===== config.mk =====
export PLATFORM = sky130hd
export DESIGN_NAME = sha1_block_hash_top
export DESIGN_NICKNAME = d
export VERILOG_FILES = /design/src/rtl/core/sha1bh_pkg.sv /design/src/rtl/core/sha1_block_hash_top.sv /design/src/rtl/core/sha1bh_front.sv /design/src/rtl/core/sha1bh_queue.sv /design/src/rtl/core/sha1bh_core.sv
export SDC_FILE = /design/constraint.sdc
export NUM_CORES = 2
export LEC_CHECK = 0
export ABC_AREA = 1
export BUFFER_PORTS_ARGS = -buffer_cell sky130_fd_sc_hd__buf_4
export CORE_ASPECT_RATIO = 1.1
export CORE_MARGIN = 2
export CORE_UTILIZATION = 60
export DETAILED_ROUTE_END_ITERATION = 10
export GPL_ROUTABILITY_DRIVEN = 0
export PLACE_DENSITY = 0.77
export SETUP_SLACK_MARGIN = 0.3
export SKIP_CTS_REPAIR_TIMING = 1
export SYNTH_ARGS = -nofsm -noshare
export SYNTH_HDL_FRONTEND = slang
export SYNTH_SLANG_ARGS = --single-unit

===== constraint.sdc =====
create_clock -name clk -period 30.8 [get_ports clk]
set_input_delay 4.62 -clock clk [delete_from_list [all_inputs] [get_ports clk]]
set_output_delay 4.62 -clock clk [all_outputs]
set_load 0.05 [all_outputs]

===== src/rtl/core/sha1bh_pkg.sv =====
// ----------------------------------------------------------------------------
// SHA-1 block hash package
// Shared word types, initial hash values, round constants and round logic.
// ----------------------------------------------------------------------------
package sha1bh_pkg;

  localparam int QUEUE_DEPTH = 4;
  localparam int ROUND_W     = 7;

  localparam logic [ROUND_W-1:0] LAST_ROUND = 7'd79;

  // Packed so that H_INIT[0] is H0.
  localparam logic [4:0][31:0] H_INIT = {
    32'hC3D2E1F0, 32'h10325476, 32'h98BADCFE, 32'hEFCDAB89, 32'h67452301
  };

  localparam logic [31:0] K_CHOOSE = 32'h5A827999;
  localparam logic [31:0] K_PAR1   = 32'h6ED9EBA1;
  localparam logic [31:0] K_MAJ    = 32'h8F1BBCDC;
  localparam logic [31:0] K_PAR2   = 32'hCA62C1D6;

  typedef struct packed {
    logic [31:0] msg_word;
    logic        end_of_message;
  } in_word_t;

  typedef struct packed {
    logic [31:0] digest_word;
    logic        digest_last;
  } out_word_t;

  // What the front hands to the back for each accepted word.
  typedef struct packed {
    logic [31:0] word;
    logic        blk_done;
    logic        eom;
  } tag_t;

  typedef enum logic [1:0] {
    ST_IDLE,
    ST_ROUND,
    ST_ADD,
    ST_DIGEST
  } core_state_t;

  typedef struct packed {
    core_state_t        state;
    logic [ROUND_W-1:0] round;
  } core_status_t;

  function automatic logic [31:0] round_k(input logic [ROUND_W-1:0] t);
    logic [31:0] k;
    if (t < 7'd20) begin
      k = K_CHOOSE;
    end else if (t < 7'd40) begin
      k = K_PAR1;
    end else if (t < 7'd60) begin
      k = K_MAJ;
    end else begin
      k = K_PAR2;
    end
    return k;
  endfunction

  function automatic logic [31:0] round_f(input logic [ROUND_W-1:0] t,
                                          input logic [31:0] b,
                                          input logic [31:0] c,
                                          input logic [31:0] d);
    logic [31:0] f;
    if (t < 7'd20) begin
      f = (b & c) | (~b & d);
    end else if (t < 7'd40) begin
      f = b ^ c ^ d;
    end else if (t < 7'd60) begin
      f = (b & c) | (b & d) | (c & d);
    end else begin
      f = b ^ c ^ d;
    end
    return f;
  endfunction

endpackage


===== src/rtl/core/sha1_block_hash_top.sv =====
// A block finishes after its sixteenth word leaves the queue (the load step,
// 80 rounds in the single round unit, one chain add); at end of message digest
// words follow at one per cycle while out_stall is low. The engine takes no
// further word from the queue until a block is done; a digest is five words.
// Reset (synchronous, active low) empties the queue, clears the word count and
// loads the SHA-1 initial hash values into the chaining words.
// ----------------------------------------------------------------------------
// SHA-1 block hash top level
// Front end, word queue and round engine for padded 32-bit message words.
// ----------------------------------------------------------------------------
module sha1_block_hash_top #(
  parameter int QUEUE_DEPTH = sha1bh_pkg::QUEUE_DEPTH
) (
  input  logic                  clk,
  input  logic                  rst_n,
  input  logic                  in_valid,
  output logic                  in_stall,
  input  sha1bh_pkg::in_word_t  in_data,
  output logic                  out_valid,
  input  logic                  out_stall,
  output sha1bh_pkg::out_word_t out_data
);

  logic                             q_push;
  logic                             q_pop;
  logic                             q_empty;
  logic                             q_full;
  logic [$clog2(QUEUE_DEPTH+1)-1:0] q_level;
  sha1bh_pkg::tag_t                 push_tag;
  sha1bh_pkg::tag_t                 pop_tag;
  sha1bh_pkg::core_status_t         status;

  sha1bh_front u_front (
    .clk      (clk),
    .rst_n    (rst_n),
    .in_valid (in_valid),
    .in_stall (in_stall),
    .in_data  (in_data),
    .q_full   (q_full),
    .push     (q_push),
    .push_tag (push_tag)
  );

  sha1bh_queue #(
    .DEPTH (QUEUE_DEPTH)
  ) u_queue (
    .clk      (clk),
    .rst_n    (rst_n),
    .push     (q_push),
    .push_tag (push_tag),
    .pop      (q_pop),
    .pop_tag  (pop_tag),
    .empty    (q_empty),
    .full     (q_full),
    .level    (q_level)
  );

  sha1bh_core u_core (
    .clk       (clk),
    .rst_n     (rst_n),
    .q_empty   (q_empty),
    .pop_tag   (pop_tag),
    .pop       (q_pop),
    .out_valid (out_valid),
    .out_stall (out_stall),
    .out_data  (out_data),
    .status    (status)
  );

  a_queue_bound : assert property (@(posedge clk) disable iff (!rst_n)
    q_level <= ($clog2(QUEUE_DEPTH+1))'(QUEUE_DEPTH))
    else $error("word queue level exceeds its depth");

  a_round_range : assert property (@(posedge clk) disable iff (!rst_n)
    (status.state == sha1bh_pkg::ST_ROUND) |-> (status.round <= sha1bh_pkg::LAST_ROUND))
    else $error("round counter out of range");

  a_add_after_rounds : assert property (@(posedge clk) disable iff (!rst_n)
    (status.state == sha1bh_pkg::ST_ADD) |->
      ($past(status.state) == sha1bh_pkg::ST_ROUND &&
       $past(status.round) == sha1bh_pkg::LAST_ROUND))
    else $error("chain add entered without a full set of rounds");

  a_pop_only_idle : assert property (@(posedge clk) disable iff (!rst_n)
    q_pop |-> (status.state == sha1bh_pkg::ST_IDLE && !q_empty))
    else $error("queue popped outside idle or while empty");

  a_last_spacing : assert property (@(posedge clk) disable iff (!rst_n)
    (out_valid && !out_stall && out_data.digest_last) |=>
      !(out_valid && out_data.digest_last))
    else $error("digest end marker repeated");

endmodule


===== src/rtl/core/sha1bh_front.sv =====
// ----------------------------------------------------------------------------
// SHA-1 front end
// Accepts message words, counts them within the block and tags each one.
// ----------------------------------------------------------------------------
module sha1bh_front (
  input  logic               clk,
  input  logic               rst_n,
  input  logic               in_valid,
  output logic               in_stall,
  input  sha1bh_pkg::in_word_t in_data,
  input  logic               q_full,
  output logic               push,
  output sha1bh_pkg::tag_t   push_tag
);

  logic [3:0] cnt_r;
  logic [3:0] cnt_nxt;

  assign in_stall = q_full;
  assign push     = in_valid && !q_full;

  assign push_tag.word     = in_data.msg_word;
  assign push_tag.blk_done = (cnt_r == 4'd15);
  assign push_tag.eom      = in_data.end_of_message;

  // An end flag always starts a fresh block, even in the middle of one.
  always_comb begin
    cnt_nxt = cnt_r;
    if (push) begin
      cnt_nxt = in_data.end_of_message ? 4'd0 : cnt_r + 4'd1;
    end
  end

  always_ff @(posedge clk) begin
    if (!rst_n) begin
      cnt_r <= 4'd0;
    end else begin
      cnt_r <= cnt_nxt;
    end
  end

endmodule


===== src/rtl/core/sha1bh_queue.sv =====
// ----------------------------------------------------------------------------
// SHA-1 word queue
// Small FIFO of tagged words between the front end and the round engine.
// ----------------------------------------------------------------------------
module sha1bh_queue #(
  parameter int DEPTH = sha1bh_pkg::QUEUE_DEPTH
) (
  input  logic                       clk,
  input  logic                       rst_n,
  input  logic                       push,
  input  sha1bh_pkg::tag_t           push_tag,
  input  logic                       pop,
  output sha1bh_pkg::tag_t           pop_tag,
  output logic                       empty,
  output logic                       full,
  output logic [$clog2(DEPTH+1)-1:0] level
);

  localparam int PTR_W = (DEPTH > 1) ? $clog2(DEPTH) : 1;
  localparam int LVL_W = $clog2(DEPTH+1);
  localparam logic [PTR_W-1:0] PTR_LAST = PTR_W'(DEPTH - 1);
  localparam logic [PTR_W-1:0] PTR_ONE  = PTR_W'(1);
  localparam logic [LVL_W-1:0] LVL_FULL = LVL_W'(DEPTH);
  localparam logic [LVL_W-1:0] LVL_ONE  = LVL_W'(1);

  sha1bh_pkg::tag_t mem [DEPTH];

  logic [PTR_W-1:0] wr_ptr_r;
  logic [PTR_W-1:0] rd_ptr_r;
  logic [LVL_W-1:0] level_r;

  assign empty   = (level_r == '0);
  assign full    = (level_r == LVL_FULL);
  assign level   = level_r;
  assign pop_tag = mem[rd_ptr_r];

  always_ff @(posedge clk) begin
    if (push) begin
      mem[wr_ptr_r] <= push_tag;
    end
  end

  always_ff @(posedge clk) begin
    if (!rst_n) begin
      wr_ptr_r <= '0;
      rd_ptr_r <= '0;
      level_r  <= '0;
    end else begin
      if (push) begin
        wr_ptr_r <= (wr_ptr_r == PTR_LAST) ? '0 : wr_ptr_r + PTR_ONE;
      end
      if (pop) begin
        rd_ptr_r <= (rd_ptr_r == PTR_LAST) ? '0 : rd_ptr_r + PTR_ONE;
      end
      if (push && !pop) begin
        level_r <= level_r + LVL_ONE;
      end else if (pop && !push) begin
        level_r <= level_r - LVL_ONE;
      end
    end
  end

endmodule


===== src/rtl/core/sha1bh_core.sv =====
// ----------------------------------------------------------------------------
// SHA-1 round engine
// Loads the message schedule, runs 80 rounds, updates the digest and emits it at end of message.
// ----------------------------------------------------------------------------
module sha1bh_core (
  input  logic                     clk,
  input  logic                     rst_n,
  input  logic                     q_empty,
  input  sha1bh_pkg::tag_t         pop_tag,
  output logic                     pop,
  output logic                     out_valid,
  input  logic                     out_stall,
  output sha1bh_pkg::out_word_t    out_data,
  output sha1bh_pkg::core_status_t status
);

  sha1bh_pkg::core_state_t state_r, state_nxt;
  logic [sha1bh_pkg::ROUND_W-1:0] round_r, round_nxt;
  logic [2:0]  dig_r, dig_nxt;
  logic        eom_r, eom_nxt;
  logic        out_valid_r, out_valid_nxt;
  sha1bh_pkg::out_word_t out_data_r, out_data_nxt;

  logic [31:0] win_r   [16];
  logic [31:0] win_nxt [16];
  logic [31:0] work_r   [5];
  logic [31:0] work_nxt [5];
  logic [31:0] chain_r   [5];
  logic [31:0] chain_nxt [5];

  logic [31:0] sched_word;
  logic [31:0] sched_mix;
  logic [31:0] round_sum;
  logic        out_free;

  assign out_valid     = out_valid_r;
  assign out_data      = out_data_r;
  assign status.state  = state_r;
  assign status.round  = round_r;

  assign out_free = !out_valid_r || !out_stall;

  // During the rounds the window holds W[t] .. W[t+15], so round t reads the bottom tap
  // and pushes W[t+16] on top.
  assign sched_mix  = win_r[13] ^ win_r[8] ^ win_r[2] ^ win_r[0];
  assign sched_word = {sched_mix[30:0], sched_mix[31]};
  assign round_sum  = {work_r[0][26:0], work_r[0][31:27]}
                    + sha1bh_pkg::round_f(round_r, work_r[1], work_r[2], work_r[3])
                    + work_r[4] + win_r[0] + sha1bh_pkg::round_k(round_r);

  always_comb begin
    state_nxt     = state_r;
    round_nxt     = round_r;
    dig_nxt       = dig_r;
    eom_nxt       = eom_r;
    out_valid_nxt = out_valid_r && out_stall;
    out_data_nxt  = out_data_r;
    pop           = 1'b0;
    for (int i = 0; i < 16; i++) begin
      win_nxt[i] = win_r[i];
    end
    for (int i = 0; i < 5; i++) begin
      work_nxt[i]  = work_r[i];
      chain_nxt[i] = chain_r[i];
    end

    unique case (state_r)
      sha1bh_pkg::ST_IDLE: begin
        if (!q_empty) begin
          pop = 1'b1;
          for (int i = 0; i < 15; i++) begin
            win_nxt[i] = win_r[i+1];
          end
          win_nxt[15] = pop_tag.word;
          if (pop_tag.blk_done) begin
            for (int i = 0; i < 5; i++) begin
              work_nxt[i] = chain_r[i];
            end
            round_nxt = '0;
            eom_nxt   = pop_tag.eom;
            state_nxt = sha1bh_pkg::ST_ROUND;
          end else if (pop_tag.eom) begin
            // Partial block is dropped; the current chain goes out as is.
            dig_nxt   = 3'd0;
            state_nxt = sha1bh_pkg::ST_DIGEST;
          end
        end
      end
      sha1bh_pkg::ST_ROUND: begin
        for (int i = 0; i < 15; i++) begin
          win_nxt[i] = win_r[i+1];
        end
        win_nxt[15] = sched_word;
        work_nxt[0] = round_sum;
        work_nxt[1] = work_r[0];
        work_nxt[2] = {work_r[1][1:0], work_r[1][31:2]};
        work_nxt[3] = work_r[2];
        work_nxt[4] = work_r[3];
        round_nxt   = round_r + 7'd1;
        if (round_r == sha1bh_pkg::LAST_ROUND) begin
          round_nxt = '0;
          state_nxt = sha1bh_pkg::ST_ADD;
        end
      end
      sha1bh_pkg::ST_ADD: begin
        for (int i = 0; i < 5; i++) begin
          chain_nxt[i] = chain_r[i] + work_r[i];
        end
        dig_nxt   = 3'd0;
        state_nxt = eom_r ? sha1bh_pkg::ST_DIGEST : sha1bh_pkg::ST_IDLE;
      end
      sha1bh_pkg::ST_DIGEST: begin
        if (out_free) begin
          out_valid_nxt            = 1'b1;
          out_data_nxt.digest_word = chain_r[dig_r];
          out_data_nxt.digest_last = (dig_r == 3'd4);
          if (dig_r == 3'd4) begin
            for (int i = 0; i < 5; i++) begin
              chain_nxt[i] = sha1bh_pkg::H_INIT[i];
            end
            state_nxt = sha1bh_pkg::ST_IDLE;
          end else begin
            dig_nxt = dig_r + 3'd1;
          end
        end
      end
      default: begin
        state_nxt = sha1bh_pkg::ST_IDLE;
      end
    endcase
  end

  always_ff @(posedge clk) begin
    if (!rst_n) begin
      state_r     <= sha1bh_pkg::ST_IDLE;
      round_r     <= '0;
      dig_r       <= 3'd0;
      eom_r       <= 1'b0;
      out_valid_r <= 1'b0;
      for (int i = 0; i < 5; i++) begin
        chain_r[i] <= sha1bh_pkg::H_INIT[i];
      end
    end else begin
      state_r     <= state_nxt;
      round_r     <= round_nxt;
      dig_r       <= dig_nxt;
      eom_r       <= eom_nxt;
      out_valid_r <= out_valid_nxt;
      for (int i = 0; i < 5; i++) begin
        chain_r[i] <= chain_nxt[i];
      end
    end
  end

  always_ff @(posedge clk) begin
    out_data_r <= out_data_nxt;
    for (int i = 0; i < 16; i++) begin
      win_r[i] <= win_nxt[i];
    end
    for (int i = 0; i < 5; i++) begin
      work_r[i] <= work_nxt[i];
    end
  end

endmodule

==> out/metrics.yaml <==
global_routing:
  track_usage: 0.342
  grt_pass1_vias: 42400
  grt_pass1_wl_mm: 242
  grt_overflow_total: 0
  antenna_found_initial: 7
  grt_max_degree: 211
cells_and_area:
  fin_area_um2: 60200
  multi_input_area_um2: 22400
  drive_gt1_frac: 0.0481
  fill_cells: 7120
  area_delta_synth_final_pct: 8.71
  finish.net_count: 6552
  fin_util: 0.660
  seqCellArea_um2: 29000
synth:
  synth.top_cells.by_area: "edfxtp_1, nand2_1, dfxtp_1"
  yosysUniqueCellTypes: 45
  synth_top_area_share: 0.456
  synth_largest_area_cell: "edfxtp_1"
  postSynthCellCount: 6123
  yosys_register_bits: 1028
  async_flop_share: 0
  seq_area_frac_synth: 0.523
  syn_area_um2: 55400
  syn_nets: 6515
  synth-edff-count: 841
  syn_area_per_cell_um2: 9.05
  ys_warn_count: 0
  synth-main-ff-cell: "edfxtp_1"
detailed_routing:
  ant_nets: 0
  routed_wl_mm: 163
  drt_pass1_iterations: 9
  remaining_drc_errors: 0
  drtIter0Drc: 5679
  drt-wirelength-per-cell_um: 21.9
  vias: 44100
  avgViaCountPerCell: 5.94
placed_design:
  hpwl_mm: 114
  placed_cell_area_um2: 57000
  io_buffers: 71
clock_network:
  clock-sinks: 1028
  clk_latency_ns: 0.72
  h-tree-depth: 3
  numCtsBuffers: 99
  clkTransAtPathRegs_ns: 0.08
  root_buffer: "clkbuf_16"
  cts_tree: "yes"
  clock_path_buffers: 3
die:
  coreArea_um2: 91300
  dieWidth_um: 294
  initial_core_util: 0.607
  die_h_um: 323
  dieArea_um2: 94800
  core.rowCount: 116
  pin_count: 72
sta:
  whs_ns: 0.399
  setup_violations: 0
  timing.final.crit_period_ns: 6.85
  rsz0062_at_grt: "false"
  worst_pin_slew_ns: 1.38
  report.final.slew_viol_count: 0
  slew_headroom: 0.0783
  fin_tns_setup_ns: 0
  min_period_over_period: 0.222
  hold_violations: 0
  fin_worst_skew_ns: 0.0403
  fmax_ghz: 0.146
min_path:
  hold_path.class: "flip-flop to flip-flop"
run:
  cap_violations: 0
worst_setup_path:
  critical_path.max_fanout: 37
  crit_required_ns: 31.25
  criticalPathCategory: "flip-flop to flip-flop"
  cp-start-kind: "flip-flop"
  end_kind: "flip-flop"
  arrival_ns: 7.30
outcome:
  status: "finished clean"
flip-flops by register name, summed over array words and instances, names as in the netlist, named ones only:
register	cells
u_core.chain_r	160
u_core.eom_r	1
u_core.round_r	7
u_queue.wr_ptr_r	2
u_core.out_valid	1
u_core.dig_r	3
u_core.state_r	2
u_queue.level	3
u_core.out_data	33
u_queue.mem	136
u_core.work_r	160
u_queue.rd_ptr_r	2
u_front.cnt_r	4
u_core.win_r	512
cell usage in the layout (no fill, tap or decap), types with 8 or more instances in the layout:
cell          n
a21oi_1     452
a31oi_1      37
a32o_1       32
and2_1       15
buf_4        95
clkbuf_1     22
clkbuf_16   100
clkinv_1     20
clkinv_2     18
dfxtp_1     183
edfxtp_1    841
fa_1        125
ha_1        230
inv_1       875
inv_2         9
nand2_1    1814
nand3_1     334
nand4_1      48
nor2_1      294
nor2_4        8
nor3_1       54
nor4_1        9
o211ai_1     39
o21ai_0     287
o21bai_1     28
o221ai_1      9
o22ai_1      25
or2_2        24
xnor2_1      79
xor2_1       59
path summary, 6_finish.rpt:
| path | to | slack [ns] | from | cells after the start |
|---|---|---|---|---|
| setup / recovery | u_core.work_r[0][29] | 23.95 | u_core.round_r[3] | 26 |
| hold / removal | u_core.win_r[0][198] | 0.40 | u_core.win_r[0][230] | 0 |
| setup reg to reg | u_core.work_r[0][29] | 23.95 | u_core.round_r[3] | 26 |
| hold reg to reg | u_core.win_r[0][198] | 0.40 | u_core.win_r[0][230] | 0 |
metal layers:
metal | GRT usage | up-vias | share of wire
met1 | 0.427 | 20400 | 0.36
met3 | 0.0839 | 699 | 0.12
met4 | 0.234 | 2 | 0.078
met2 | 0.530 | 2645 | 0.44
met5 | 0 | - | 0.000080
li1 | - | 20300 | -
area by class of cell:
cell class / instances / share of cell area
Clock buffer: 128 / 0.0443
Clock inverter: 56 / 0.00862
Inverter: 889 / 0.0556
Timing Repair Buffer: 97 / 0.0125
Antenna cell: 6 / 0.000249
Sequential cell: 1028 / 0.482
Multi-Input combinational cell: 4045 / 0.372
Tap cell: 1180 / 0.0245
critical path, cell delays in order, from the launching register on:
cell	delay, ns
dfxtp_1	0.37
o21ai_1	0.32
nand2_1	0.45
nand2_2	0.18
buf_4	0.53
nand2_1	0.12
buf_4	0.32
o22ai_1	0.18
a21oi_1	0.14
fa_1	0.57
inv_1	0.05
fa_1	0.52
fa_1	0.41
inv_1	0.07
ha_1	0.24
inv_1	0.11
fa_1	0.45
o21ai_0	0.52
nand2_1	0.10
nand2_1	0.23
nand2_1	0.08
nand2_1	0.18
nand3_1	0.13
nand2_1	0.08
nand2_1	0.05
nand3_1	0.07
nand2_1	0.06
through the flow:
stage,std cells,setup WS (ns)
after floorplan,6123,17.73
after global placement,7239,23.53
after detailed placement,7239,23.42
after CTS,7423,24.09
after global routing,7424,23.73
final,7429,23.95
cells by family (layout without fill, tap and decap cells):
group | after synthesis | count (layout) | synth area share
flops | 1028 | 1028 | 0.523
other cells | 0 | 6 | 0
xor+xnor | 138 | 138 | 0.0218
simple gates | 2623 | 2623 | 0.192
fa+ha+maj | 355 | 355 | 0.0971
compound gates | 929 | 929 | 0.0926
buf+inv | 1050 | 1170 | 0.0726
synthesized netlist by cell type (7+ instances only):
library cell / n
o221ai_1: 9
inv_1: 875
o21ai_0: 287
or2_2: 24
nor3_1: 54
fa_1: 125
xor2_1: 59
inv_2: 13
and3_1: 7
ha_1: 230
o22ai_1: 25
xnor2_1: 79
nand3_1: 334
buf_1: 26
o211ai_1: 39
nand4_1: 48
buf_2: 45
o21bai_1: 28
a21oi_1: 452
edfxtp_1: 841
a32o_1: 32
and2_1: 15
clkbuf_1: 83
nor4_1: 9
nor2_1: 299
nand2_1: 1815
dfxtp_1: 187
a31oi_1: 37
Power is not shown: default switching activity piles up to over one toggle a cycle in this logic, so the estimate is an artifact.
